--- src/rtl/core/bpw_pkg.sv ---
// ---------------------------------------------------------------------------
// Banked pixel writer package
// Shared widths, register indexes, controller states and the command and
// status bundles between the controller and the datapath.
// ---------------------------------------------------------------------------
package bpw_pkg;

   localparam int CoordW      = 16;
   localparam int ColourW     = 8;
   localparam int ScreenW     = 13;
   localparam int LineBytesW  = 15;
   localparam int PixelBytesW = 3;
   localparam int LayoutW     = 27;
   localparam int KbW         = 7;
   localparam int AddrW       = 27;
   localparam int KibShift    = 10;
   localparam int BankW       = 16;
   localparam int OffsetW     = 16;
   localparam int WordW       = 32;
   localparam int CsrIndexW   = 3;
   localparam int CsrDataW    = 27;
   localparam int DivDividendW = AddrW - KibShift;

   typedef enum logic [CsrIndexW-1:0] {
      REG_SCREEN_WIDTH  = 3'd0,
      REG_SCREEN_HEIGHT = 3'd1,
      REG_LINE_BYTES    = 3'd2,
      REG_PIXEL_BYTES   = 3'd3,
      REG_COLOUR_LAYOUT = 3'd4,
      REG_GRANULE_KB    = 3'd5,
      REG_WINDOW_KB     = 3'd6
   } reg_index_type;

   typedef enum logic [4:0] {
      ST_IDLE   = 5'b00001,
      ST_CHECK  = 5'b00010,
      ST_DIVIDE = 5'b00100,
      ST_EMIT   = 5'b01000,
      ST_REBANK = 5'b10000
   } state_type;

   typedef struct packed {
      logic capture;
      logic load_addr;
      logic div_start;
      logic rebank_start;
      logic apply_move;
      logic apply_rebank;
      logic emit;
   } cmd_type;

   typedef struct packed {
      logic stale;
      logic clipped;
      logic in_window;
      logic div_done;
      logic out_free;
   } status_type;

endpackage

--- src/rtl/core/bpw_req_if.sv ---
// ---------------------------------------------------------------------------
// Pixel write request channel
// Valid and ready handshake carrying one pixel write item.
// ---------------------------------------------------------------------------
interface bpw_req_if;
   logic              valid;
   logic              ready;
   logic signed [15:0] pos_x;
   logic signed [15:0] pos_y;
   logic [7:0]        red;
   logic [7:0]        green;
   logic [7:0]        blue;

   modport source (output valid, output pos_x, output pos_y, output red,
                   output green, output blue, input ready);
   modport sink   (input valid, input pos_x, input pos_y, input red,
                   input green, input blue, output ready);
endinterface

--- src/rtl/core/bpw_rsp_if.sv ---
// ---------------------------------------------------------------------------
// Pixel write response channel
// Valid and ready handshake carrying one result item per pixel write.
// ---------------------------------------------------------------------------
interface bpw_rsp_if;
   logic        valid;
   logic        ready;
   logic        written;
   logic        bank_moved;
   logic [15:0] bank_number;
   logic [15:0] window_offset;
   logic [31:0] colour_word;
   logic [2:0]  byte_count;

   modport source (output valid, output written, output bank_moved,
                   output bank_number, output window_offset, output colour_word,
                   output byte_count, input ready);
   modport sink   (input valid, input written, input bank_moved,
                   input bank_number, input window_offset, input colour_word,
                   input byte_count, output ready);
endinterface

--- src/rtl/core/bpw_div.sv ---
// ---------------------------------------------------------------------------
// Bank divider
// Restoring divider giving one quotient bit per cycle, used to turn a byte
// address in kilobytes into a bank number and remainder.
// ---------------------------------------------------------------------------
module bpw_div (
   input  logic                                clock,
   input  logic                                reset,
   input  logic                                start,
   input  logic [bpw_pkg::DivDividendW-1:0]    dividend,
   input  logic [bpw_pkg::KbW-1:0]             divisor,
   output logic                                done,
   output logic [bpw_pkg::DivDividendW-1:0]    quotient,
   output logic [bpw_pkg::KbW-1:0]             remainder
);
   import bpw_pkg::*;

   localparam int CntW = $clog2(DivDividendW + 1);

   logic                    busy_ff, busy_in;
   logic                    done_ff, done_in;
   logic [CntW-1:0]         cnt_ff, cnt_in;
   logic [DivDividendW-1:0] quo_ff, quo_in;
   logic [KbW-1:0]          rem_ff, rem_in;
   logic [KbW:0]            shifted;
   logic [KbW:0]            diff;
   logic                    fits;

   always_comb begin
      shifted = {rem_ff, quo_ff[DivDividendW-1]};
      diff    = shifted - {1'b0, divisor};
      fits    = shifted >= {1'b0, divisor};
      busy_in = busy_ff;
      done_in = 1'b0;
      cnt_in  = cnt_ff;
      quo_in  = quo_ff;
      rem_in  = rem_ff;
      if (start) begin
         busy_in = 1'b1;
         cnt_in  = CntW'(DivDividendW);
         quo_in  = dividend;
         rem_in  = '0;
      end else if (busy_ff) begin
         rem_in = fits ? diff[KbW-1:0] : shifted[KbW-1:0];
         quo_in = {quo_ff[DivDividendW-2:0], fits};
         cnt_in = cnt_ff - CntW'(1);
         if (cnt_ff == CntW'(1)) begin
            busy_in = 1'b0;
            done_in = 1'b1;
         end
      end
   end

   always_ff @(posedge clock) begin
      if (reset) begin
         busy_ff <= 1'b0;
         done_ff <= 1'b0;
         cnt_ff  <= '0;
      end else begin
         busy_ff <= busy_in;
         done_ff <= done_in;
         cnt_ff  <= cnt_in;
      end
      quo_ff <= quo_in;
      rem_ff <= rem_in;
   end

   assign done      = done_ff;
   assign quotient  = quo_ff;
   assign remainder = rem_ff;

endmodule

--- src/rtl/core/bpw_ctrl.sv ---
// ---------------------------------------------------------------------------
// Banked pixel writer controller
// Sequences capture, window check, bank division and result hand-off.
// ---------------------------------------------------------------------------
module bpw_ctrl (
   input  logic                 clock,
   input  logic                 reset,
   input  logic                 req_valid,
   output logic                 req_ready,
   input  bpw_pkg::status_type  status,
   output bpw_pkg::cmd_type     cmd
);
   import bpw_pkg::*;

   state_type state_ff, state_in;

   always_comb begin
      state_in  = state_ff;
      cmd       = '0;
      req_ready = 1'b0;
      case (state_ff)
         ST_IDLE: begin
            if (status.stale) begin
               cmd.rebank_start = 1'b1;
               state_in         = ST_REBANK;
            end else begin
               req_ready = 1'b1;
               if (req_valid) begin
                  cmd.capture = 1'b1;
                  state_in    = ST_CHECK;
               end
            end
         end
         ST_CHECK: begin
            cmd.load_addr = 1'b1;
            if (!status.clipped && !status.in_window) begin
               cmd.div_start = 1'b1;
               state_in      = ST_DIVIDE;
            end else begin
               state_in = ST_EMIT;
            end
         end
         ST_DIVIDE: begin
            if (status.div_done) begin
               cmd.apply_move = 1'b1;
               state_in       = ST_EMIT;
            end
         end
         ST_EMIT: begin
            if (status.out_free) begin
               cmd.emit = 1'b1;
               state_in = ST_IDLE;
            end
         end
         ST_REBANK: begin
            if (status.div_done) begin
               cmd.apply_rebank = 1'b1;
               state_in         = ST_IDLE;
            end
         end
         default: state_in = ST_IDLE;
      endcase
   end

   always_ff @(posedge clock) begin
      if (reset) begin
         state_ff <= ST_IDLE;
      end else begin
         state_ff <= state_in;
      end
   end

   a_done_in_div: assert property (@(posedge clock) disable iff (reset)
      status.div_done |-> (state_ff == ST_DIVIDE || state_ff == ST_REBANK))
      else $error("Divider finished outside a division state.");

   a_div_on_screen: assert property (@(posedge clock) disable iff (reset)
      state_ff == ST_DIVIDE |-> !status.clipped)
      else $error("Window move started for a clipped item.");

endmodule

--- src/rtl/core/bpw_dp.sv ---
// ---------------------------------------------------------------------------
// Banked pixel writer datapath
// Configuration registers, colour packing, address multiply, window check,
// window state and the result register.
// ---------------------------------------------------------------------------
module bpw_dp (
   input  logic                              clock,
   input  logic                              reset,
   input  logic                              csr_wr_en,
   input  logic [bpw_pkg::CsrIndexW-1:0]     csr_index,
   input  logic [bpw_pkg::CsrDataW-1:0]      csr_wdata,
   input  logic [bpw_pkg::CoordW-1:0]        req_pos_x,
   input  logic [bpw_pkg::CoordW-1:0]        req_pos_y,
   input  logic [bpw_pkg::ColourW-1:0]       req_red,
   input  logic [bpw_pkg::ColourW-1:0]       req_green,
   input  logic [bpw_pkg::ColourW-1:0]       req_blue,
   input  logic                              rsp_ready,
   output logic                              rsp_valid,
   output logic                              rsp_written,
   output logic                              rsp_bank_moved,
   output logic [bpw_pkg::BankW-1:0]         rsp_bank_number,
   output logic [bpw_pkg::OffsetW-1:0]       rsp_window_offset,
   output logic [bpw_pkg::WordW-1:0]         rsp_colour_word,
   output logic [bpw_pkg::PixelBytesW-1:0]   rsp_byte_count,
   input  bpw_pkg::cmd_type                  cmd,
   output bpw_pkg::status_type               status
);
   import bpw_pkg::*;

   function automatic logic [ColourW-1:0] fit_component(input logic [ColourW-1:0] c,
                                                        input logic [3:0] size);
      logic [3:0] eff;
      begin
         eff = (size > 4'd8) ? 4'd8 : size;
         return c >> (4'd8 - eff);
      end
   endfunction

   function automatic logic [WordW-1:0] place(input logic [ColourW-1:0] v,
                                              input logic [4:0] pos);
      return {{(WordW-ColourW){1'b0}}, v} << pos;
   endfunction

   logic [ScreenW-1:0]     width_ff, width_in;
   logic [ScreenW-1:0]     height_ff, height_in;
   logic [LineBytesW-1:0]  line_bytes_ff, line_bytes_in;
   logic [PixelBytesW-1:0] pixel_bytes_ff, pixel_bytes_in;
   logic [LayoutW-1:0]     layout_ff, layout_in;
   logic [KbW-1:0]         granule_ff, granule_in;
   logic [KbW-1:0]         window_kb_ff, window_kb_in;

   logic [AddrW-1:0]       window_base_ff, window_base_in;
   logic [BankW-1:0]       bank_ff, bank_in;
   logic                   stale_ff, stale_in;
   logic                   moved_ff, moved_in;
   logic                   clip_ff, clip_in;
   logic [WordW-1:0]       colour_ff, colour_in;
   logic [AddrW-1:0]       prod_y_ff, prod_y_in;
   logic [OffsetW-1:0]     prod_x_ff, prod_x_in;
   logic [AddrW-1:0]       addr_ff, addr_in;

   logic                   out_valid_ff, out_valid_in;
   logic                   out_written_ff, out_written_in;
   logic                   out_moved_ff, out_moved_in;
   logic [BankW-1:0]       out_bank_ff, out_bank_in;
   logic [OffsetW-1:0]     out_offset_ff, out_offset_in;
   logic [WordW-1:0]       out_colour_ff, out_colour_in;
   logic [PixelBytesW-1:0] out_count_ff, out_count_in;

   logic [PixelBytesW-1:0] psize;
   logic [KbW-1:0]         wkb;
   logic [KbW-1:0]         granule_eff;
   logic [WordW-1:0]       colour_raw;
   logic [WordW-1:0]       colour_mask;
   logic [27:0]            prod_y_full;
   logic [AddrW-1:0]       addr_now;
   logic [AddrW:0]         window_end;
   logic [AddrW-1:0]       offset_full;
   logic [DivDividendW-1:0] div_dividend;
   logic                   div_done;
   logic [DivDividendW-1:0] div_quotient;
   logic [KbW-1:0]         div_remainder;

   // Effective pixel size, window size and granule after range folding.
   always_comb begin
      psize = pixel_bytes_ff;
      if (pixel_bytes_ff == '0) psize = PixelBytesW'(1);
      if (pixel_bytes_ff > PixelBytesW'(4)) psize = PixelBytesW'(4);
      wkb = window_kb_ff;
      if (window_kb_ff == '0) wkb = KbW'(1);
      if (window_kb_ff > KbW'(64)) wkb = KbW'(64);
      granule_eff = (granule_ff == '0) ? KbW'(1) : granule_ff;
   end

   always_comb begin
      width_in       = width_ff;
      height_in      = height_ff;
      line_bytes_in  = line_bytes_ff;
      pixel_bytes_in = pixel_bytes_ff;
      layout_in      = layout_ff;
      granule_in     = granule_ff;
      window_kb_in   = window_kb_ff;
      if (csr_wr_en) begin
         case (csr_index)
            REG_SCREEN_WIDTH:  width_in       = csr_wdata[ScreenW-1:0];
            REG_SCREEN_HEIGHT: height_in      = csr_wdata[ScreenW-1:0];
            REG_LINE_BYTES:    line_bytes_in  = csr_wdata[LineBytesW-1:0];
            REG_PIXEL_BYTES:   pixel_bytes_in = csr_wdata[PixelBytesW-1:0];
            REG_COLOUR_LAYOUT: layout_in      = csr_wdata[LayoutW-1:0];
            REG_GRANULE_KB:    granule_in     = csr_wdata[KbW-1:0];
            REG_WINDOW_KB:     window_kb_in   = csr_wdata[KbW-1:0];
            default: ;
         endcase
      end
   end

   // Capture stage: clipping, colour packing and the two products.
   always_comb begin
      colour_raw = place(fit_component(req_red, layout_ff[3:0]), layout_ff[16:12])
                 | place(fit_component(req_green, layout_ff[7:4]), layout_ff[21:17])
                 | place(fit_component(req_blue, layout_ff[11:8]), layout_ff[26:22]);
      case (psize)
         3'd1:    colour_mask = 32'h0000_00FF;
         3'd2:    colour_mask = 32'h0000_FFFF;
         3'd3:    colour_mask = 32'h00FF_FFFF;
         default: colour_mask = 32'hFFFF_FFFF;
      endcase
      prod_y_full = {{(28-ScreenW){1'b0}}, req_pos_y[ScreenW-1:0]}
                  * {{(28-LineBytesW){1'b0}}, line_bytes_ff};
      clip_in   = clip_ff;
      colour_in = colour_ff;
      prod_y_in = prod_y_ff;
      prod_x_in = prod_x_ff;
      if (cmd.capture) begin
         clip_in = req_pos_x[CoordW-1] || req_pos_y[CoordW-1]
                || (req_pos_x >= {{(CoordW-ScreenW){1'b0}}, width_ff})
                || (req_pos_y >= {{(CoordW-ScreenW){1'b0}}, height_ff});
         colour_in = colour_raw & colour_mask;
         prod_y_in = prod_y_full[AddrW-1:0];
         prod_x_in = {{(OffsetW-ScreenW){1'b0}}, req_pos_x[ScreenW-1:0]}
                   * {{(OffsetW-PixelBytesW){1'b0}}, psize};
      end
   end

   // Check stage: byte address and window containment.
   always_comb begin
      addr_now   = prod_y_ff + {{(AddrW-OffsetW){1'b0}}, prod_x_ff};
      window_end = {1'b0, window_base_ff}
                 + {{(AddrW+1-KbW-KibShift){1'b0}}, wkb, {KibShift{1'b0}}};
      addr_in    = cmd.load_addr ? addr_now : addr_ff;
      div_dividend = cmd.rebank_start ? window_base_ff[AddrW-1:KibShift]
                                      : addr_now[AddrW-1:KibShift];
   end

   bpw_div u_div (
      .clock     (clock),
      .reset     (reset),
      .start     (cmd.div_start | cmd.rebank_start),
      .dividend  (div_dividend),
      .divisor   (granule_eff),
      .done      (div_done),
      .quotient  (div_quotient),
      .remainder (div_remainder)
   );

   // Window state: the new base is the address rounded down to a granule.
   always_comb begin
      window_base_in = window_base_ff;
      bank_in        = bank_ff;
      stale_in       = stale_ff;
      moved_in       = moved_ff;
      if (csr_wr_en && csr_index == REG_GRANULE_KB) stale_in = 1'b1;
      if (cmd.capture) moved_in = 1'b0;
      if (cmd.apply_move) begin
         window_base_in = {addr_ff[AddrW-1:KibShift]
                           - {{(DivDividendW-KbW){1'b0}}, div_remainder},
                           {KibShift{1'b0}}};
         bank_in  = div_quotient[BankW-1:0];
         moved_in = 1'b1;
         stale_in = 1'b0;
      end
      if (cmd.apply_rebank) begin
         bank_in  = div_quotient[BankW-1:0];
         stale_in = 1'b0;
      end
   end

   // Result register.
   always_comb begin
      offset_full    = addr_ff - window_base_ff;
      out_valid_in   = out_valid_ff;
      out_written_in = out_written_ff;
      out_moved_in   = out_moved_ff;
      out_bank_in    = out_bank_ff;
      out_offset_in  = out_offset_ff;
      out_colour_in  = out_colour_ff;
      out_count_in   = out_count_ff;
      if (rsp_ready) out_valid_in = 1'b0;
      if (cmd.emit) begin
         out_valid_in   = 1'b1;
         out_written_in = !clip_ff;
         out_moved_in   = moved_ff;
         out_bank_in    = bank_ff;
         out_offset_in  = clip_ff ? '0 : offset_full[OffsetW-1:0];
         out_colour_in  = clip_ff ? '0 : colour_ff;
         out_count_in   = psize;
      end
   end

   always_ff @(posedge clock) begin
      if (reset) begin
         width_ff       <= ScreenW'(640);
         height_ff      <= ScreenW'(480);
         line_bytes_ff  <= LineBytesW'(1280);
         pixel_bytes_ff <= PixelBytesW'(2);
         layout_ff      <= '0;
         granule_ff     <= KbW'(64);
         window_kb_ff   <= KbW'(64);
         window_base_ff <= '0;
         bank_ff        <= '0;
         stale_ff       <= 1'b0;
         moved_ff       <= 1'b0;
         out_valid_ff   <= 1'b0;
      end else begin
         width_ff       <= width_in;
         height_ff      <= height_in;
         line_bytes_ff  <= line_bytes_in;
         pixel_bytes_ff <= pixel_bytes_in;
         layout_ff      <= layout_in;
         granule_ff     <= granule_in;
         window_kb_ff   <= window_kb_in;
         window_base_ff <= window_base_in;
         bank_ff        <= bank_in;
         stale_ff       <= stale_in;
         moved_ff       <= moved_in;
         out_valid_ff   <= out_valid_in;
      end
      clip_ff        <= clip_in;
      colour_ff      <= colour_in;
      prod_y_ff      <= prod_y_in;
      prod_x_ff      <= prod_x_in;
      addr_ff        <= addr_in;
      out_written_ff <= out_written_in;
      out_moved_ff   <= out_moved_in;
      out_bank_ff    <= out_bank_in;
      out_offset_ff  <= out_offset_in;
      out_colour_ff  <= out_colour_in;
      out_count_ff   <= out_count_in;
   end

   assign status.stale     = stale_ff;
   assign status.clipped   = clip_ff;
   assign status.in_window = (addr_now >= window_base_ff) && ({1'b0, addr_now} < window_end);
   assign status.div_done  = div_done;
   assign status.out_free  = !out_valid_ff || rsp_ready;

   assign rsp_valid         = out_valid_ff;
   assign rsp_written       = out_written_ff;
   assign rsp_bank_moved    = out_moved_ff;
   assign rsp_bank_number   = out_bank_ff;
   assign rsp_window_offset = out_offset_ff;
   assign rsp_colour_word   = out_colour_ff;
   assign rsp_byte_count    = out_count_ff;

   a_move_below_addr: assert property (@(posedge clock) disable iff (reset)
      cmd.apply_move |=> (addr_ff >= window_base_ff) && (window_base_ff[KibShift-1:0] == '0))
      else $error("Moved window does not start at or below the pixel address.");

   a_emit_bank_current: assert property (@(posedge clock) disable iff (reset)
      cmd.emit |-> !stale_ff)
      else $error("Item handed out with a stale bank number.");

endmodule

--- src/rtl/core/banked_pixel_writer.sv ---
// ---------------------------------------------------------------------------
// Banked pixel writer
// Clips a pixel write, packs its colour and places it in a banked window.
//
// The req_ch channel takes one pixel write item (pos_x, pos_y, red, green,
// blue); the rsp_ch channel returns one result item for every write, in
// order. The csr_ port writes one configuration register per cycle; the
// user is to write only while the block is idle, and the block itself
// does not enforce this; no read-back. When the window need not move, an
// item passes through capture, address check and result hand-off before
// the next acceptance. The address uses one registered multiply of row by
// line bytes. A window move runs a restoring divider one quotient bit per
// cycle over the 17-bit kilobyte address. After a write to the granule
// register the bank number is recomputed by the same divider before the
// next item is taken.
// Reset restores the register defaults and puts the window at bank 0.
// When the receiver stalls, the result waits in the output register and
// the block still accepts and works on the next item, holding it until
// the output register frees.
// ---------------------------------------------------------------------------
module banked_pixel_writer (
   input  logic                           clock,
   input  logic                           reset,
   bpw_req_if.sink                        req_ch,
   bpw_rsp_if.source                      rsp_ch,
   input  logic                           csr_wr_en,
   input  logic [bpw_pkg::CsrIndexW-1:0]  csr_index,
   input  logic [bpw_pkg::CsrDataW-1:0]   csr_wdata
);
   import bpw_pkg::*;

   cmd_type    cmd;
   status_type status;
   logic       req_ready;

   assign req_ch.ready = req_ready;

   bpw_ctrl u_ctrl (
      .clock     (clock),
      .reset     (reset),
      .req_valid (req_ch.valid),
      .req_ready (req_ready),
      .status    (status),
      .cmd       (cmd)
   );

   bpw_dp u_dp (
      .clock             (clock),
      .reset             (reset),
      .csr_wr_en         (csr_wr_en),
      .csr_index         (csr_index),
      .csr_wdata         (csr_wdata),
      .req_pos_x         (req_ch.pos_x),
      .req_pos_y         (req_ch.pos_y),
      .req_red           (req_ch.red),
      .req_green         (req_ch.green),
      .req_blue          (req_ch.blue),
      .rsp_ready         (rsp_ch.ready),
      .rsp_valid         (rsp_ch.valid),
      .rsp_written       (rsp_ch.written),
      .rsp_bank_moved    (rsp_ch.bank_moved),
      .rsp_bank_number   (rsp_ch.bank_number),
      .rsp_window_offset (rsp_ch.window_offset),
      .rsp_colour_word   (rsp_ch.colour_word),
      .rsp_byte_count    (rsp_ch.byte_count),
      .cmd               (cmd),
      .status            (status)
   );

endmodule
--- src/flat_wrapper.sv ---
// flat-port wrapper written by rule: the top's interface ports become plain ports
module banked_pixel_writer_flat import bpw_pkg::*;
  (clock, reset, csr_wr_en, csr_index, csr_wdata, req_ch_valid, req_ch_pos_x, req_ch_pos_y, req_ch_red, req_ch_green, req_ch_blue, req_ch_ready, rsp_ch_valid, rsp_ch_written, rsp_ch_bank_moved, rsp_ch_bank_number, rsp_ch_window_offset, rsp_ch_colour_word, rsp_ch_byte_count, rsp_ch_ready);
  bpw_req_if req_ch_i ();
  bpw_rsp_if rsp_ch_i ();
  input  logic clock;
  input  logic reset;
  input  logic csr_wr_en;
  input  logic [bpw_pkg::CsrIndexW-1:0] csr_index;
  input  logic [bpw_pkg::CsrDataW-1:0] csr_wdata;
  input wire logic [$bits(req_ch_i.valid)-1:0] req_ch_valid;
  input wire logic [$bits(req_ch_i.pos_x)-1:0] req_ch_pos_x;
  input wire logic [$bits(req_ch_i.pos_y)-1:0] req_ch_pos_y;
  input wire logic [$bits(req_ch_i.red)-1:0] req_ch_red;
  input wire logic [$bits(req_ch_i.green)-1:0] req_ch_green;
  input wire logic [$bits(req_ch_i.blue)-1:0] req_ch_blue;
  output wire logic [$bits(req_ch_i.ready)-1:0] req_ch_ready;
  output wire logic [$bits(rsp_ch_i.valid)-1:0] rsp_ch_valid;
  output wire logic [$bits(rsp_ch_i.written)-1:0] rsp_ch_written;
  output wire logic [$bits(rsp_ch_i.bank_moved)-1:0] rsp_ch_bank_moved;
  output wire logic [$bits(rsp_ch_i.bank_number)-1:0] rsp_ch_bank_number;
  output wire logic [$bits(rsp_ch_i.window_offset)-1:0] rsp_ch_window_offset;
  output wire logic [$bits(rsp_ch_i.colour_word)-1:0] rsp_ch_colour_word;
  output wire logic [$bits(rsp_ch_i.byte_count)-1:0] rsp_ch_byte_count;
  input wire logic [$bits(rsp_ch_i.ready)-1:0] rsp_ch_ready;
  assign req_ch_i.valid = req_ch_valid;
  assign req_ch_i.pos_x = req_ch_pos_x;
  assign req_ch_i.pos_y = req_ch_pos_y;
  assign req_ch_i.red = req_ch_red;
  assign req_ch_i.green = req_ch_green;
  assign req_ch_i.blue = req_ch_blue;
  assign req_ch_ready = req_ch_i.ready;
  assign rsp_ch_valid = rsp_ch_i.valid;
  assign rsp_ch_written = rsp_ch_i.written;
  assign rsp_ch_bank_moved = rsp_ch_i.bank_moved;
  assign rsp_ch_bank_number = rsp_ch_i.bank_number;
  assign rsp_ch_window_offset = rsp_ch_i.window_offset;
  assign rsp_ch_colour_word = rsp_ch_i.colour_word;
  assign rsp_ch_byte_count = rsp_ch_i.byte_count;
  assign rsp_ch_i.ready = rsp_ch_ready;
  banked_pixel_writer u_core (.clock(clock), .reset(reset), .req_ch(req_ch_i), .rsp_ch(rsp_ch_i), .csr_wr_en(csr_wr_en), .csr_index(csr_index), .csr_wdata(csr_wdata));
endmodule
--- config.mk ---
export PLATFORM = sky130hd
export DESIGN_NAME = banked_pixel_writer_flat
export DESIGN_NICKNAME = d
export VERILOG_FILES = /design/src/rtl/core/bpw_pkg.sv /design/src/rtl/core/bpw_req_if.sv /design/src/rtl/core/bpw_rsp_if.sv /design/src/rtl/core/bpw_div.sv /design/src/rtl/core/bpw_ctrl.sv /design/src/rtl/core/bpw_dp.sv /design/src/rtl/core/banked_pixel_writer.sv /design/src/flat_wrapper.sv
export SDC_FILE = /design/constraint.sdc
export NUM_CORES = 1
export LEC_CHECK = 0
export BUFFER_PORTS_ARGS = -buffer_cell sky130_fd_sc_hd__clkbuf_2
export CAP_MARGIN = 10
export CORE_MARGIN = 5
export CORE_UTILIZATION = 29
export CTS_CLUSTER_DIAMETER = 150
export DETAILED_ROUTE_END_ITERATION = 8
export GPL_ROUTABILITY_DRIVEN = 0
export GPL_TIMING_DRIVEN = 1
export MAX_ROUTING_LAYER = met4
export PLACE_DENSITY = 0.44
export SLEW_MARGIN = 10
export SYNTH_ARGS = -nofsm -noshare
export SYNTH_HDL_FRONTEND = slang
export SYNTH_SLANG_ARGS = --single-unit
--- constraint.sdc ---
create_clock -name clock -period 5.99 [get_ports clock]
set_clock_uncertainty 0.15 [all_clocks]
set_input_delay 0.599 -clock clock [delete_from_list [all_inputs] [get_ports clock]]
set_output_delay 0.599 -clock clock [all_outputs]
set_load 0.1 [all_outputs]
=== Yosys cells after proc, flatten, opt, wreduce, memory -nomap -nowiden ===
Index checks and enable logic that the tools add are counted.

* $add $sub $neg: 9
* Multipliers: 2
* $lt $le $gt $ge: 10
* Equality and inequality tests: 19
* Shift operators: 6
* Mux-type cells: 46
* Bitwise operators: 5
* Reductions and logical operators: 29

{| class="wikitable"
|+ Operators by type and width
! cell !! count
|-
| one-hot mux 32 bit (3 select lines) || 1
|-
| left shift 8 x 5 -> 32 bit || 3
|-
| bitwise OR 32 bit || 2
|-
| two-way mux 17 bit || 3
|-
| two-way mux 5 bit || 7
|-
| bitwise AND 32 bit || 1
|-
| >= comparator 16 x 13 -> 1 bit || 2
|-
| two-way mux 16 bit || 2
|-
| adder 27 x 17 -> 28 bit || 1
|-
| < comparator 27 x 28 -> 1 bit || 1
|-
| two-way mux 7 bit || 4
|-
| adder 27 x 16 -> 27 bit || 1
|-
| >= comparator 27 bit || 1
|-
| multiplier 13 x 15 -> 27 bit || 1
|-
| one-hot mux 5 bit (5 select lines) || 1
|-
| right shift 8 x 4 -> 8 bit || 3
|-
| two-way mux 1 bit || 21
|-
| subtractor 17 x 7 -> 17 bit || 1
|-
| multiplier 13 x 3 -> 16 bit || 1
|-
| two-way mux 4 bit || 4
|-
| subtractor 16 bit || 1
|-
| logical NOT 7 bit || 2
|-
| AND reduction 2 bit || 7
|-
| equality test 3 x 2 -> 1 bit (second input constant) || 4
|-
| other kinds (29) || 51
|}

* Register bits after elaboration: 329
* Word-level logic and storage cells: 156

=== Longest topological paths before layout ===
Gate-level depths: netlist (run 1).

* Depth after elaboration: 12
* Gate-level depth with buffers: 27
* Mapped depth without buffers: 25

=== By module ===
A second synthesis (run 1) with hierarchy kept.

* Cell total of the unflattened synthesis: 2891
* Area total of the unflattened synthesis: 26440.4 um^2

{| class="wikitable"
|+ By module, submodules not included
! module !! instances !! cells an instance !! area each (um^2) !! seq. area each (um^2)
|-
| bpw_dp || 1 || 2674 || 24225.7 || 7587.3
|-
| bpw_div || 1 || 167 || 1831.8 || 790.8
|-
| bpw_ctrl || 1 || 50 || 382.9 || 100.1
|}

=== Worst setup path after synthesis (run 1) ===
OpenSTA, ideal clock, no wires.

* Path type: input port to flip-flop
* Start: in req_ch_pos_y[3]
* End: reg u_core.u_dp.prod_y_ff[26], data pin
* Data arrival time: 5936 ps
* Slack: -355 ps
* Cell stages on the path: 20
* Cell sequence: clkbuf_1 -> nand2_1 -> fa_1 -> inv_1 -> fa_1 -> fa_1 -> inv_1 -> fa_1 -> fa_1 -> inv_1 -> ha_1 -> a21oi_1 -> nor2b_1 -> a311o_1 -> o21ba_2 -> a211oi_1 -> nor3_1 -> a2111oi_0 -> a21oi_1 -> xnor2_1

* Longest elaborated chain between the ends: 1

{| class="wikitable"
|+ Ends and longest elaborated chain
! item !! RTL line !! source
|-
| start: declaration || flat_wrapper.sv:13 || <nowiki>input wire logic [$bits(req_ch_i.pos_y)-1:0] req_ch_pos_y;</nowiki>
|-
| multiplier 13 x 15 -> 27 bit || bpw_dp.sv:129 || <nowiki>* {{(28-LineBytesW){1'b0}}, line_bytes_ff};</nowiki>
|-
| net u_core.u_dp.prod_y_full[26] || bpw_dp.sv:75 || <nowiki>logic [27:0] prod_y_full;</nowiki>
|-
| end signal: assignment || bpw_dp.sv:240 || <nowiki>prod_y_ff <= prod_y_in;</nowiki>
|-
| end: declaration || bpw_dp.sv:58 || <nowiki>logic [AddrW-1:0] prod_y_ff, prod_y_in;</nowiki>
|}

The timed path passes the listed nets, and every way through them passes these cells.
A chain may end at the register's enable or synchronous reset.

=== Worst setup path after layout (run 1) ===
* Start: reg u_core.u_dp.line_bytes_ff[5]
* End: reg u_core.u_dp.prod_y_ff[25], data pin

* Longest elaborated chain between the ends: 1

{| class="wikitable"
|+ Ends and longest elaborated chain
! item !! RTL line !! source
|-
| start: declaration || bpw_dp.sv:46 || <nowiki>logic [LineBytesW-1:0] line_bytes_ff, line_bytes_in;</nowiki>
|-
| start signal: assignment || bpw_dp.sv:214 || <nowiki>line_bytes_ff <= LineBytesW'(1280);</nowiki>
|-
| start signal: assignment || bpw_dp.sv:227 || <nowiki>line_bytes_ff <= line_bytes_in;</nowiki>
|-
| multiplier 13 x 15 -> 27 bit || bpw_dp.sv:129 ||
|-
| net u_core.u_dp.prod_y_full[25] || bpw_dp.sv:75 ||
|}

The timed path passes the listed nets, and every way through them passes these cells.

==> flow_summary_export.csv, run 1 <==
group,metric,value,unit
worst_hold_path,hold_path.class,"primary input to register",
worst_setup_path,ff2ff_setup_slack,0.22,ns
timing,setup_viol,0,
global_route,grt_pass1_vias,20524,
worst_setup_path,cp-endpoint,"u_core.u_dp.prod_y_ff[25]$_DFFE_PP_",
timing,period_minus_slack,5.766,ns
worst_setup_path,worstSetupStartpoint,"u_core.u_dp.line_bytes_ff[5]$_SDFFE_PP0P_",
worst_setup_path,cp-end-kind,"register",
clocking,clkTransAtPathRegs,0.06,ns
floorplanning,dieWidth,306.4,um
power,swShare,35.21,%
floorplanning,num_rows,108,
worst_setup_path,cp_slowest_stage_delay,0.54,ns
detailed_routing,drc,0,
synth,synth_top_cell_by_area,"edfxtp_1",
clocking,numCtsBuffers,42,
timing,fmax,173.4,MHz
synth,synth_commonest_cells,"nand2_1 (424), inv_1 (298), ha_1 (191), edfxtp_1 (189), nor2_1 (181)",
synth,synth.top_cells.by_area,"edfxtp_1 (22%), fa_1 (12%), dfxtp_1 (11%)",
global_route,grt.total_usage,16.09,%
power,power,0.008336,W
timing,drv_slew,0,
power,power.switching,0.002935,W
detailed_routing,wire_per_inst,18.08,um
synth,synth_nets,3207,
worst_setup_path,startpoint_type,"register",
final_layout,seq_area,8506,sq um
outcome,status,"completed",
synth,ys.warnings.count,0,
synth,synth_seq_cells,329,
timing,hold_violations,0,
power,p_clk_share,30.5,%
synth,synth_edf_count,189,
clocking,root_buffer,"clkbuf_16",
global_route,grt_pass1_wl,117700,um
clocking,clockBufferDepth,3,
floorplanning,coreArea,87020,sq um
power,seq_power_share,34.5,%
clocking,cts_tree,"built",
timing,relSlewSlack,28.25,%
place,io_buffers,161,
worst_setup_path,reg2reg_to,"u_core.u_dp.prod_y_ff[25]$_DFFE_PP_",
worst_setup_path,worst-path-max-fanout,5,
power,leakagePower,12.84,nW
worst_setup_path,critPathSlowestCell,"fa_1",
synth,synth.distinct_cells,83,
floorplanning,pin_count,162,
worst_setup_path,critPathKind,"register to register",
detailed_routing,drt_iter0_drc,1292,
synth,syn_area_per_cell,9.210,sq um
worst_setup_path,cp_common_cell,"fa_1",
power,p_int,0.005401,W
global_route,gr-total-overflow,0,
floorplanning,fp.dieH,306.4,um
detailed_routing,ant_nets,0,
global_route,antenna_found_initial,7,
synth,async_reset_ff_share,0,%
final_layout,syn2layout_area_growth,18.36,%
final_layout,layout.nets,3449,
worst_setup_path,reg2regPathDepth,19,
synth,yosysMostFrequentCell,"nand2_1",
clocking,worstSkewPairLatency,0.59,ns
worst_setup_path,worst_ep_required_time,6.22,ns
detailed_routing,vias,20562,
final_layout,layoutNonFillerInstCount,4203,
final_layout,layout-drive-gt1-share,16.07,%
final_layout,multi_input_area,15620,sq um
worst_setup_path,r2r_start,"u_core.u_dp.line_bytes_ff[5]$_SDFFE_PP0P_",
detailed_routing,totalWireLength,75980,um
clocking,cts_num_sinks,329,
worst_setup_path,path_cells,"buf_6 > and2_1 > fa_1 > inv_1 > fa_1 > inv_1 > fa_1 > fa_1 > inv_1 > fa_1 > inv_1 > ha_1 > and3_4 > a221oi_4 > nor4b_4 > a21oi_2 > or4_4 > and2_4 > o311ai_2",
power,p_per_area,276.5,nW/um^2
worst_setup_path,worstPathArrival,6.00,ns
job,maxCapViolCount,0,
power,comb_power_share,35.1,%
synth,synth-main-ff-cell,"edfxtp_1",
detailed_routing,drtPass1Iterations,5,
synth,syn_area,25480,sq um
place,place_inst,4106,
final_layout,n_fill_cell,9008,
clocking,htreeDepth,2,
synth,syn_inst,2766,
floorplanning,die_area,93870,sq um
detailed_routing,viasPerCell,4.892,
synth,ys_seq_area_share,33.28,%
power,worst_ir_drop_vdd,0.3214,mV
synth,synth_top_cell_area_share,22.28,%
place,place_hpwl,60850,um
global_route,grt_max_degree,74,
floorplanning,start_util,29.27,%
timing,worst_slew_pin_slew,1.072,ns
timing,fin_crit_sh,96.26,%
==> cells by family after synthesis <==
| kind of cell | after synthesis | synth area share [%] |
|---|---|---|
| flops | 329 | 33.28 |
| compound gates | 493 | 13.08 |
| xor+xnor | 96 | 3.300 |
| fa+ha+maj | 350 | 21.88 |
| mux | 91 | 4.017 |
| buf+inv | 415 | 6.208 |
| simple gates | 992 | 18.24 |
==> repair_timing <==
item	in CTS	in global routing
endpoints found under the setup margin	46	51
setup buffers	1	12
pin swaps	6	21
hold endpoints to repair	0	0
resized for setup	15	46
hold buffers	0	0
==> layer usage <==
layer  wire (um)  global-route usage, %  up-vias
met5           0                      -        -
met3        4082                  2.368      109
met4        1706                  3.938        0
li1            -                      -     9952
met2       33710                  24.38      524
met1       36480                  22.78     9977
==> worst min path at each step <==
stage / from / end / slack [ns] / cells after the start
floorplan: u_core.u_dp.bank_ff[0]$_SDFFE_PP0P_ / u_core.u_dp.rsp_bank_number[0]$_DFFE_PP_ / 0.26 / 0
global placement: u_core.u_dp.bank_ff[10]$_SDFFE_PP0P_ / u_core.u_dp.rsp_bank_number[10]$_DFFE_PP_ / 0.27 / 0
detailed placement: u_core.u_dp.bank_ff[13]$_SDFFE_PP0P_ / u_core.u_dp.rsp_bank_number[13]$_DFFE_PP_ / 0.27 / 0
CTS: csr_wdata[16] / u_core.u_dp.layout_ff[16]$_SDFFE_PP0P_ / 0.05 / 3
global route: csr_wdata[16] / u_core.u_dp.layout_ff[16]$_SDFFE_PP0P_ / 0.08 / 3
finish: csr_wdata[20] / u_core.u_dp.layout_ff[20]$_SDFFE_PP0P_ / 0.09 / 3
==> final cells by class <==
cell class / count / area share, %
multi-input cells: 2022 / 51.80
flip-flops and latches: 329 / 28.21
diodes: 6 / 0.04979
clock buffers: 56 / 3.863
well taps: 1155 / 4.793
clock inverters: 22 / 0.7511
repair buffers: 312 / 6.780
inverters: 301 / 3.751
==> sequential cells by signal (all words and copies together), names as in the netlist, 13 cells and up <==
register                       cells
u_core.u_dp.addr_ff               27
u_core.u_dp.bank_ff               16
u_core.u_dp.colour_ff             32
u_core.u_dp.height_ff             13
u_core.u_dp.layout_ff             27
u_core.u_dp.line_bytes_ff         15
u_core.u_dp.prod_x_ff             16
u_core.u_dp.prod_y_ff             27
u_core.u_dp.rsp_bank_number       16
u_core.u_dp.rsp_colour_word       32
u_core.u_dp.rsp_window_offset     16
u_core.u_dp.u_div.quotient        17
u_core.u_dp.width_ff              13
u_core.u_dp.window_base_ff        17
==> power by group through the flow <==
stage / logic, W / registers, W / clock network [W]
after floorplan: 0.00183 / 0.00289 / 0
after global routing: 0.00327 / 0.00290 / 0.00271
final: 0.00293 / 0.00287 / 0.00254
after global placement: 0.00278 / 0.00292 / 0
after CTS: 0.00287 / 0.00288 / 0.00262
after detailed placement: 0.00283 / 0.00292 / 0
==> per-stage QoR <==
stage	cell area (sq um)	util, %	TNS [ns]	hold WS (ns)	setup WS, ns
2_1_floorplan	25500	-	-0.01387	0.2580	-0.01387
3_3_place_gp	28400	32.63	-1.447	0.2710	-0.2334
3_5_place_dp	28400	32.63	-5.687	0.2734	-0.4103
4_1_cts	29840	34.30	0	0.04975	0.007805
5_1_grt	30150	34.65	-0.005037	0.07710	-0.005037
6_report	30150	34.65	0	0.08871	0.2239
==> critical path, delay by kind of cell (launching register included) <==
family	cells	cell delay [ns]
compound gates	3	0.65
fa+ha+maj	6	2.85
buf+inv	5	0.34
flops	1	0.37
simple gates	5	1.17
==> layout by cell type (no fill, tap or decap), drive strengths merged, types with 10 or more instances in the layout <==
cell type,netlist,final
o22ai,10,10
nand2,424,424
nor4,15,15
a31oi,18,18
a21oi,154,154
nor2,181,181
or3,12,12
o221a,16,16
nand3,41,41
or2,15,15
o21bai,10,10
a211oi,32,32
a21o,40,40
xnor2,70,70
o21a,20,20
o211ai,10,10
ha,191,191
clkbuf,106,216
nor3,50,50
nand2b,36,36
inv,300,304
dfxtp,140,140
edfxtp,189,189
nand3b,11,11
and3,10,10
and2,86,86
nor2b,74,74
fa,159,159
clkinv,1,13
xor2,26,26
a21boi,12,12
o21ai,62,62
mux2i,73,73
a22oi,20,20
nand4,16,16
mux2,10,10
buf,8,152
(Power assumes the default switching activity.)
==> run 2: changes to the inputs <==
- RECOVER_POWER: unset -> 100
==> run 2 against run 1 <==
Via count is the same. Sequential power about the same. Sequential cell count stayed put. The run now ends with capacitance limit, slew limit left. Highest routed layer unchanged. Cell count did not move. Global-route usage unchanged.
==> flow_summary_export.csv, run 2 (same netlist as run 1, synthesis figures left out) <==
group,metric,value,unit
worst_setup_path,reg2regPathDepth,19,
worst_hold_path,hold_path_end,"u_core.u_dp.layout_ff[20]$_SDFFE_PP0P_",
place,io_buffers,161,
floorplanning,pin_count,162,
clocking,numCtsBuffers,42,
power,p_per_area,277.0,nW/um^2
final_layout,layout_commonest_cell,"nand2_1",
timing,worst_slew_pin_slew,4.015,ns
worst_setup_path,ff2ff_setup_slack,0.23,ns
final_layout,syn2layout_area_growth,17.58,%
worst_setup_path,path_buf_inv,5,
clocking,cts_tree,"built",
final_layout,layout-drive-gt1-share,12.62,%
final_layout,mostFrequentLayoutCells,"nand2_1 (424), inv_1 (297), ha_1 (190)",
timing,setup_viol,0,
worst_setup_path,startpoint_type,"register",
worst_setup_path,reg2reg_to,"u_core.u_dp.prod_y_ff[25]$_DFFE_PP_",
global_route,grt_max_degree,74,
outcome,status,"finished, violations left",
clocking,clkTransAtPathRegs,0.06,ns
worst_setup_path,worst_ep_required_time,6.22,ns
worst_setup_path,cp_common_cell,"fa_1",
clocking,htreeDepth,2,
detailed_routing,totalWireLength,76140,um
clocking,cts_num_sinks,329,
final_layout,layout.nets,3449,
worst_setup_path,cp-end-kind,"register",
timing,period_minus_slack,5.764,ns
detailed_routing,drtPass1Iterations,5,
floorplanning,num_rows,108,
worst_hold_path,min_from,"csr_wdata[20]",
floorplanning,coreArea,87020,sq um
clocking,cts_hold_repair.buffers,0,
power,power,0.008297,W
global_route,grt.total_usage,16.09,%
worst_setup_path,worst-path-max-fanout,5,
global_route,grt_pass1_wl,117700,um
floorplanning,dieWidth,306.4,um
place,dpl_cell_area,28400,sq um
detailed_routing,ant_nets,0,
floorplanning,fp.dieH,306.4,um
worst_setup_path,cp_slowest_stage_delay,0.54,ns
worst_setup_path,r2r_start,"u_core.u_dp.line_bytes_ff[5]$_SDFFE_PP0P_",
detailed_routing,viasPerCell,4.892,
timing,fin_crit_sh,96.22,%
timing,hold_violations,0,
floorplanning,die_area,93870,sq um
place,place_hpwl,60850,um
final_layout,finalInstanceArea,29960,sq um
detailed_routing,drc,0,
final_layout,n_fill_cell,9064,
timing,relSlewSlack,-167.7,%
power,worst_ir_drop_vdd,0.3155,mV
clocking,worstSkewPairLatency,0.59,ns
worst_hold_path,hold_path_depth,3,
power,leakagePower,12.53,nW
worst_setup_path,path_cells,"buf_6 > and2_1 > fa_1 > inv_1 > fa_1 > inv_1 > fa_1 > fa_1 > inv_1 > fa_1 > inv_1 > ha_1 > and3_4 > a221oi_4 > nor4b_4 > a21oi_2 > or4_4 > and2_4 > o311ai_2",
timing,drv_slew,223,
job,maxCapViolCount,4,
global_route,grt_pass1_vias,20524,
timing,fmax,173.5,MHz
global_route,gr-total-overflow,0,
clocking,clockBufferDepth,3,
floorplanning,start_util,29.27,%
worst_hold_path,hold_path.class,"primary input to register",
global_route,antenna_found_initial,7,
worst_setup_path,crit_family,"adder cells",
worst_setup_path,critPathSlowestCell,"fa_1",
clocking,root_buffer,"clkbuf_16",
detailed_routing,drt_iter0_drc,1369,
worst_setup_path,worstPathArrival,6.00,ns
outcome,violations,"capacitance limit, slew limit",
worst_setup_path,critPathKind,"register to register",
detailed_routing,vias,20562,
detailed_routing,wire_per_inst,18.12,um
[run 2: cell types whose count changed in the layout (fill, tap and decap cells not counted), sizes merged]
cell | before | now
clkbuf | 216 | 243
clkinvlp | 4 | 5
clkinv | 13 | 12
buf | 152 | 125
[run 2: power breakdown]
part	leakage (nW)	switching [W]	total (W)	internal (W)
Clock	0.674	0.00106	0.00254	0.00148
Combinational	8.95	0.00171	0.00288	0.00116
Sequential	2.91	0.000155	0.00288	0.00273
Total	12.5	0.00293	0.00830	0.00537
[run 2: routing by layer]
metal / vias to the layer above / global-route usage (%) / part of all wire (%)
met1: 10005 / 22.78 / 48
li1: 9949 / - / -
met4: 0 / 3.938 / 2.2
met3: 105 / 2.368 / 5.3
met5: - / - / 0
met2: 503 / 24.38 / 44
[run 2: how the worst max path moves through the flow]
stage / end / start / cells past startpoint / slack [ns]
after floorplan: u_core.u_dp.prod_y_ff[26]$_DFFE_PP_ / req_ch_pos_y[3] / 20 / -0.01
after global placement: u_core.u_dp.prod_y_ff[26]$_DFFE_PP_ / req_ch_pos_y[12] / 20 / -0.23
after detailed placement: u_core.u_dp.prod_y_ff[25]$_DFFE_PP_ / req_ch_pos_y[12] / 18 / -0.41
after CTS: u_core.u_dp.u_div.cnt_ff[1]$_SDFFE_PP0P_ / u_core.u_dp.prod_y_ff[1]$_DFFE_PP_ / 22 / 0.008
after global routing: u_core.u_dp.u_div.cnt_ff[1]$_SDFFE_PP0P_ / u_core.u_dp.prod_y_ff[0]$_DFFE_PP_ / 23 / -0.004
final: u_core.u_dp.prod_y_ff[25]$_DFFE_PP_ / u_core.u_dp.line_bytes_ff[5]$_SDFFE_PP0P_ / 19 / 0.23
[run 2: area by class of cell]
cell class                      count  area, sq um  share of cell area [%]
Inverter                          301         1131                   3.776
Multi-Input combinational cell   2022        15610                   52.11
Clock inverter                     22        226.5                  0.7560
Sequential cell                   329         8504                   28.39
Antenna cell                        6        15.01                 0.05012
Clock buffer                       56         1165                   3.889
Timing Repair Buffer              312         1859                   6.207
Tap cell                         1155         1445                   4.824
[run 2: what timing repair did]
action | 4_1_cts | 5_1_grt
setup endpoints to repair | 46 | 51
pin swaps | 6 | 21
resized for setup | 15 | 46
setup buffers | 1 | 12
[run 2: worst reg2reg max path: stages (launching register included)]
cell and delay, ns:
dfxtp_4 0.37, buf_6 0.14, and2_1 0.15, fa_1 0.51, inv_1 0.06, fa_1 0.53
inv_1 0.05, fa_1 0.47, fa_1 0.54, inv_1 0.05, fa_1 0.52, inv_1 0.04
ha_1 0.28, and3_4 0.17, a221oi_4 0.34, nor4b_4 0.26, a21oi_2 0.09, or4_4 0.43
and2_4 0.16, o311ai_2 0.22
[run 2: per-stage QoR]
step | util, % | setup WS [ns] | instances | setup TNS (ns) | hold WS, ns
4_1_cts | 34.30 | 0.007805 | 4185 | 0 | 0.04975
2_1_floorplan | - | -0.01387 | 2766 | -0.01387 | 0.2580
6_report | 34.42 | 0.2262 | 4203 | 0 | 0.08902
5_1_grt | 34.42 | -0.004301 | 4203 | -0.004301 | 0.07710
3_3_place_gp | 32.63 | -0.2334 | 4106 | -1.447 | 0.2710
3_5_place_dp | 32.63 | -0.4103 | 4106 | -5.687 | 0.2734
==> run 3: changes to the inputs <==
- PLACE_DENSITY: 0.44 -> 0.42
- clock period: 5.99 -> 7.2 ns (I/O delays scaled with it)
==> run 3 against run 2 <==
The run still ends with capacitance limit, slew limit left. Via count decreased by 1.5%. Non-clock buffer count is 103 lower. Die area is the same. Register-to-register slack improved by 0.33 ns. Fmax fell by 13%. Sequential share of layout area increased by 0.99 points. Wire length is 3.4% higher. Sequential power fell by 16%.
==> flow_summary_export.csv, run 3 (same netlist as run 1, synthesis figures left out) <==
group,metric,value,unit
place,place_hpwl,62670,um
clocking,ctsResizeCount,0,
floorplanning,fp.dieH,306.4,um
timing,hold_violations,0,
outcome,violations,"capacitance limit, slew limit",
detailed_routing,drtPass1Iterations,7,
outcome,status,"finished, violations left",
job,maxCapViolCount,7,
floorplanning,die_area,93870,sq um
global_route,gr-total-overflow,0,
timing,drv_slew,348,
final_layout,mostFrequentLayoutCells,"nand2_1 (424), inv_1 (297), ha_1 (191)",
power,leakagePower,11.92,nW
global_route,grt_max_degree,77,
timing,worst_slew_pin_slew,4.311,ns
detailed_routing,totalWireLength,78760,um
clocking,worstSkewPairLatency,0.60,ns
power,power,0.006759,W
final_layout,layout_commonest_cell,"nand2_1",
place,place_inst,4016,
global_route,antenna_found_initial,6,
worst_hold_path,hold_path.class,"primary input to register",
timing,setup_viol,0,
detailed_routing,wire_per_inst,19.21,um
clocking,clkTransAtPathRegs,0.06,ns
final_layout,seq_area,8478,sq um
timing,relSlewSlack,-187.4,%
final_layout,multi_input_area,15410,sq um
detailed_routing,ant_nets,0,
final_layout,layout-drive-gt1-share,8.126,%
place,io_buffers,161,
clocking,root_buffer,"clkbuf_16",
timing,period_minus_slack,6.643,ns
worst_setup_path,worstPathArrival,6.79,ns
clocking,clockBufferDepth,3,
global_route,grt_pass1_wl,121400,um
floorplanning,pin_count,162,
floorplanning,num_rows,108,
worst_setup_path,critPathKind,"register to register",
worst_setup_path,cp-end-kind,"register",
final_layout,layoutNonFillerInstCount,4100,
timing,fin_crit_sh,92.26,%
clocking,cts_num_sinks,329,
floorplanning,start_util,29.27,%
clocking,cts_setup_buffers,0,
timing,finalSetupTns,0,ns
floorplanning,coreArea,87020,sq um
final_layout,postLayoutCoreUtil,33.16,%
global_route,grt.total_usage,16.75,%
detailed_routing,drt_iter0_drc,1238,
clocking,cts_hold_repair.buffers,0,
floorplanning,dieWidth,306.4,um
power,worst_ir_drop_vdd,0.1649,mV
clocking,htreeDepth,2,
detailed_routing,drc,0,
power,p_per_area,234.2,nW/um^2
worst_setup_path,worst_ep_required_time,7.35,ns
final_layout,layout.nets,3347,
detailed_routing,viasPerCell,4.938,
clocking,cts_tree,"built",
timing,fmax,150.5,MHz
place,post-place-ws,0.3512,ns
timing,setup_ws,0.5575,ns
timing,rsz0062_at_grt,"no",
clocking,numCtsBuffers,43,
worst_setup_path,worst-path-max-fanout,14,
global_route,grt_pass1_vias,20170,
final_layout,syn2layout_area_growth,13.27,%
final_layout,n_fill_cell,9114,
detailed_routing,vias,20245,
worst_setup_path,startpoint_type,"register",
-- run 3: cell types whose count changed in the layout (fill, tap and decap cells not counted), sizes merged --
| cell | before | now |
|---|---|---|
| clkbuf | 243 | 240 |
| clkinv | 12 | 18 |
| buf | 125 | 26 |
| clkinvlp | 5 | 2 |
| bufinv | 2 | 1 |
| diode | 6 | 4 |
| inv | 304 | 303 |
-- run 3: layout make-up --
class / instances / share of cell area (%)
multi-input cells: 2022 / 53.40
flip-flops and latches: 329 / 29.38
well taps: 1155 / 5.008
clock buffers: 57 / 4.158
inverters: 301 / 3.915
repair buffers: 209 / 3.434
clock inverters: 23 / 0.6721
diodes: 4 / 0.03469
-- run 3: path summary, 6_finish.rpt --
kind | to | cells past startpoint | start | slack (ns)
min reg2reg | u_core.u_dp.rsp_bank_moved$_DFFE_PP_ | 0 | u_core.u_dp.moved_ff$_SDFFE_PP0P_ | 0.27
max reg2reg | u_core.u_dp.prod_y_ff[26]$_DFFE_PP_ | 20 | u_core.u_dp.line_bytes_ff[6]$_SDFFE_PP0P_ | 0.56
min | u_core.u_dp.layout_ff[17]$_SDFFE_PP0P_ | 3 | csr_wdata[17] | 0.21
max | u_core.u_dp.prod_y_ff[26]$_DFFE_PP_ | 20 | u_core.u_dp.line_bytes_ff[6]$_SDFFE_PP0P_ | 0.56
-- run 3: metal layers --
metal	up-vias	part of all wire, %	track usage (%)
met5	-	0	-
met4	0	1.5	3.199
met3	82	5.2	2.347
met2	536	45	25.79
met1	9882	48	23.82
li1	9745	-	-
-- run 3: power breakdown --
group | switching (W) | internal [W] | total (W)
clock network | 0.000883 | 0.00122 | 0.00210
logic | 0.00141 | 0.000833 | 0.00224
registers | 0.000135 | 0.00228 | 0.00241
total | 0.00243 | 0.00433 | 0.00676
-- run 3: critical path, cell delays in order (launching register included) --
cell and delay, ns:
dfxtp_1 0.82, nand2_1 0.17, fa_1 0.57, inv_1 0.05
fa_1 0.47, fa_1 0.52, fa_1 0.55, inv_1 0.06
fa_1 0.52, inv_1 0.04, ha_1 0.34, and3_1 0.20
a221oi_1 0.36, clkbuf_1 0.22, o21ai_0 0.14, a211oi_1 0.29
nor3_1 0.10, a2111oi_0 0.40, buf_4 0.19, a21oi_1 0.06
xnor2_1 0.13
-- run 3: per-stage QoR --
stage / hold slack (ns) / instance area [sq um]
floorplan: 0.2580 / 25480
global placement: 0.2749 / 27650
detailed placement: 0.2711 / 27650
CTS: 0.1635 / 29050
global route: 0.1837 / 28860
finish: 0.2097 / 28860
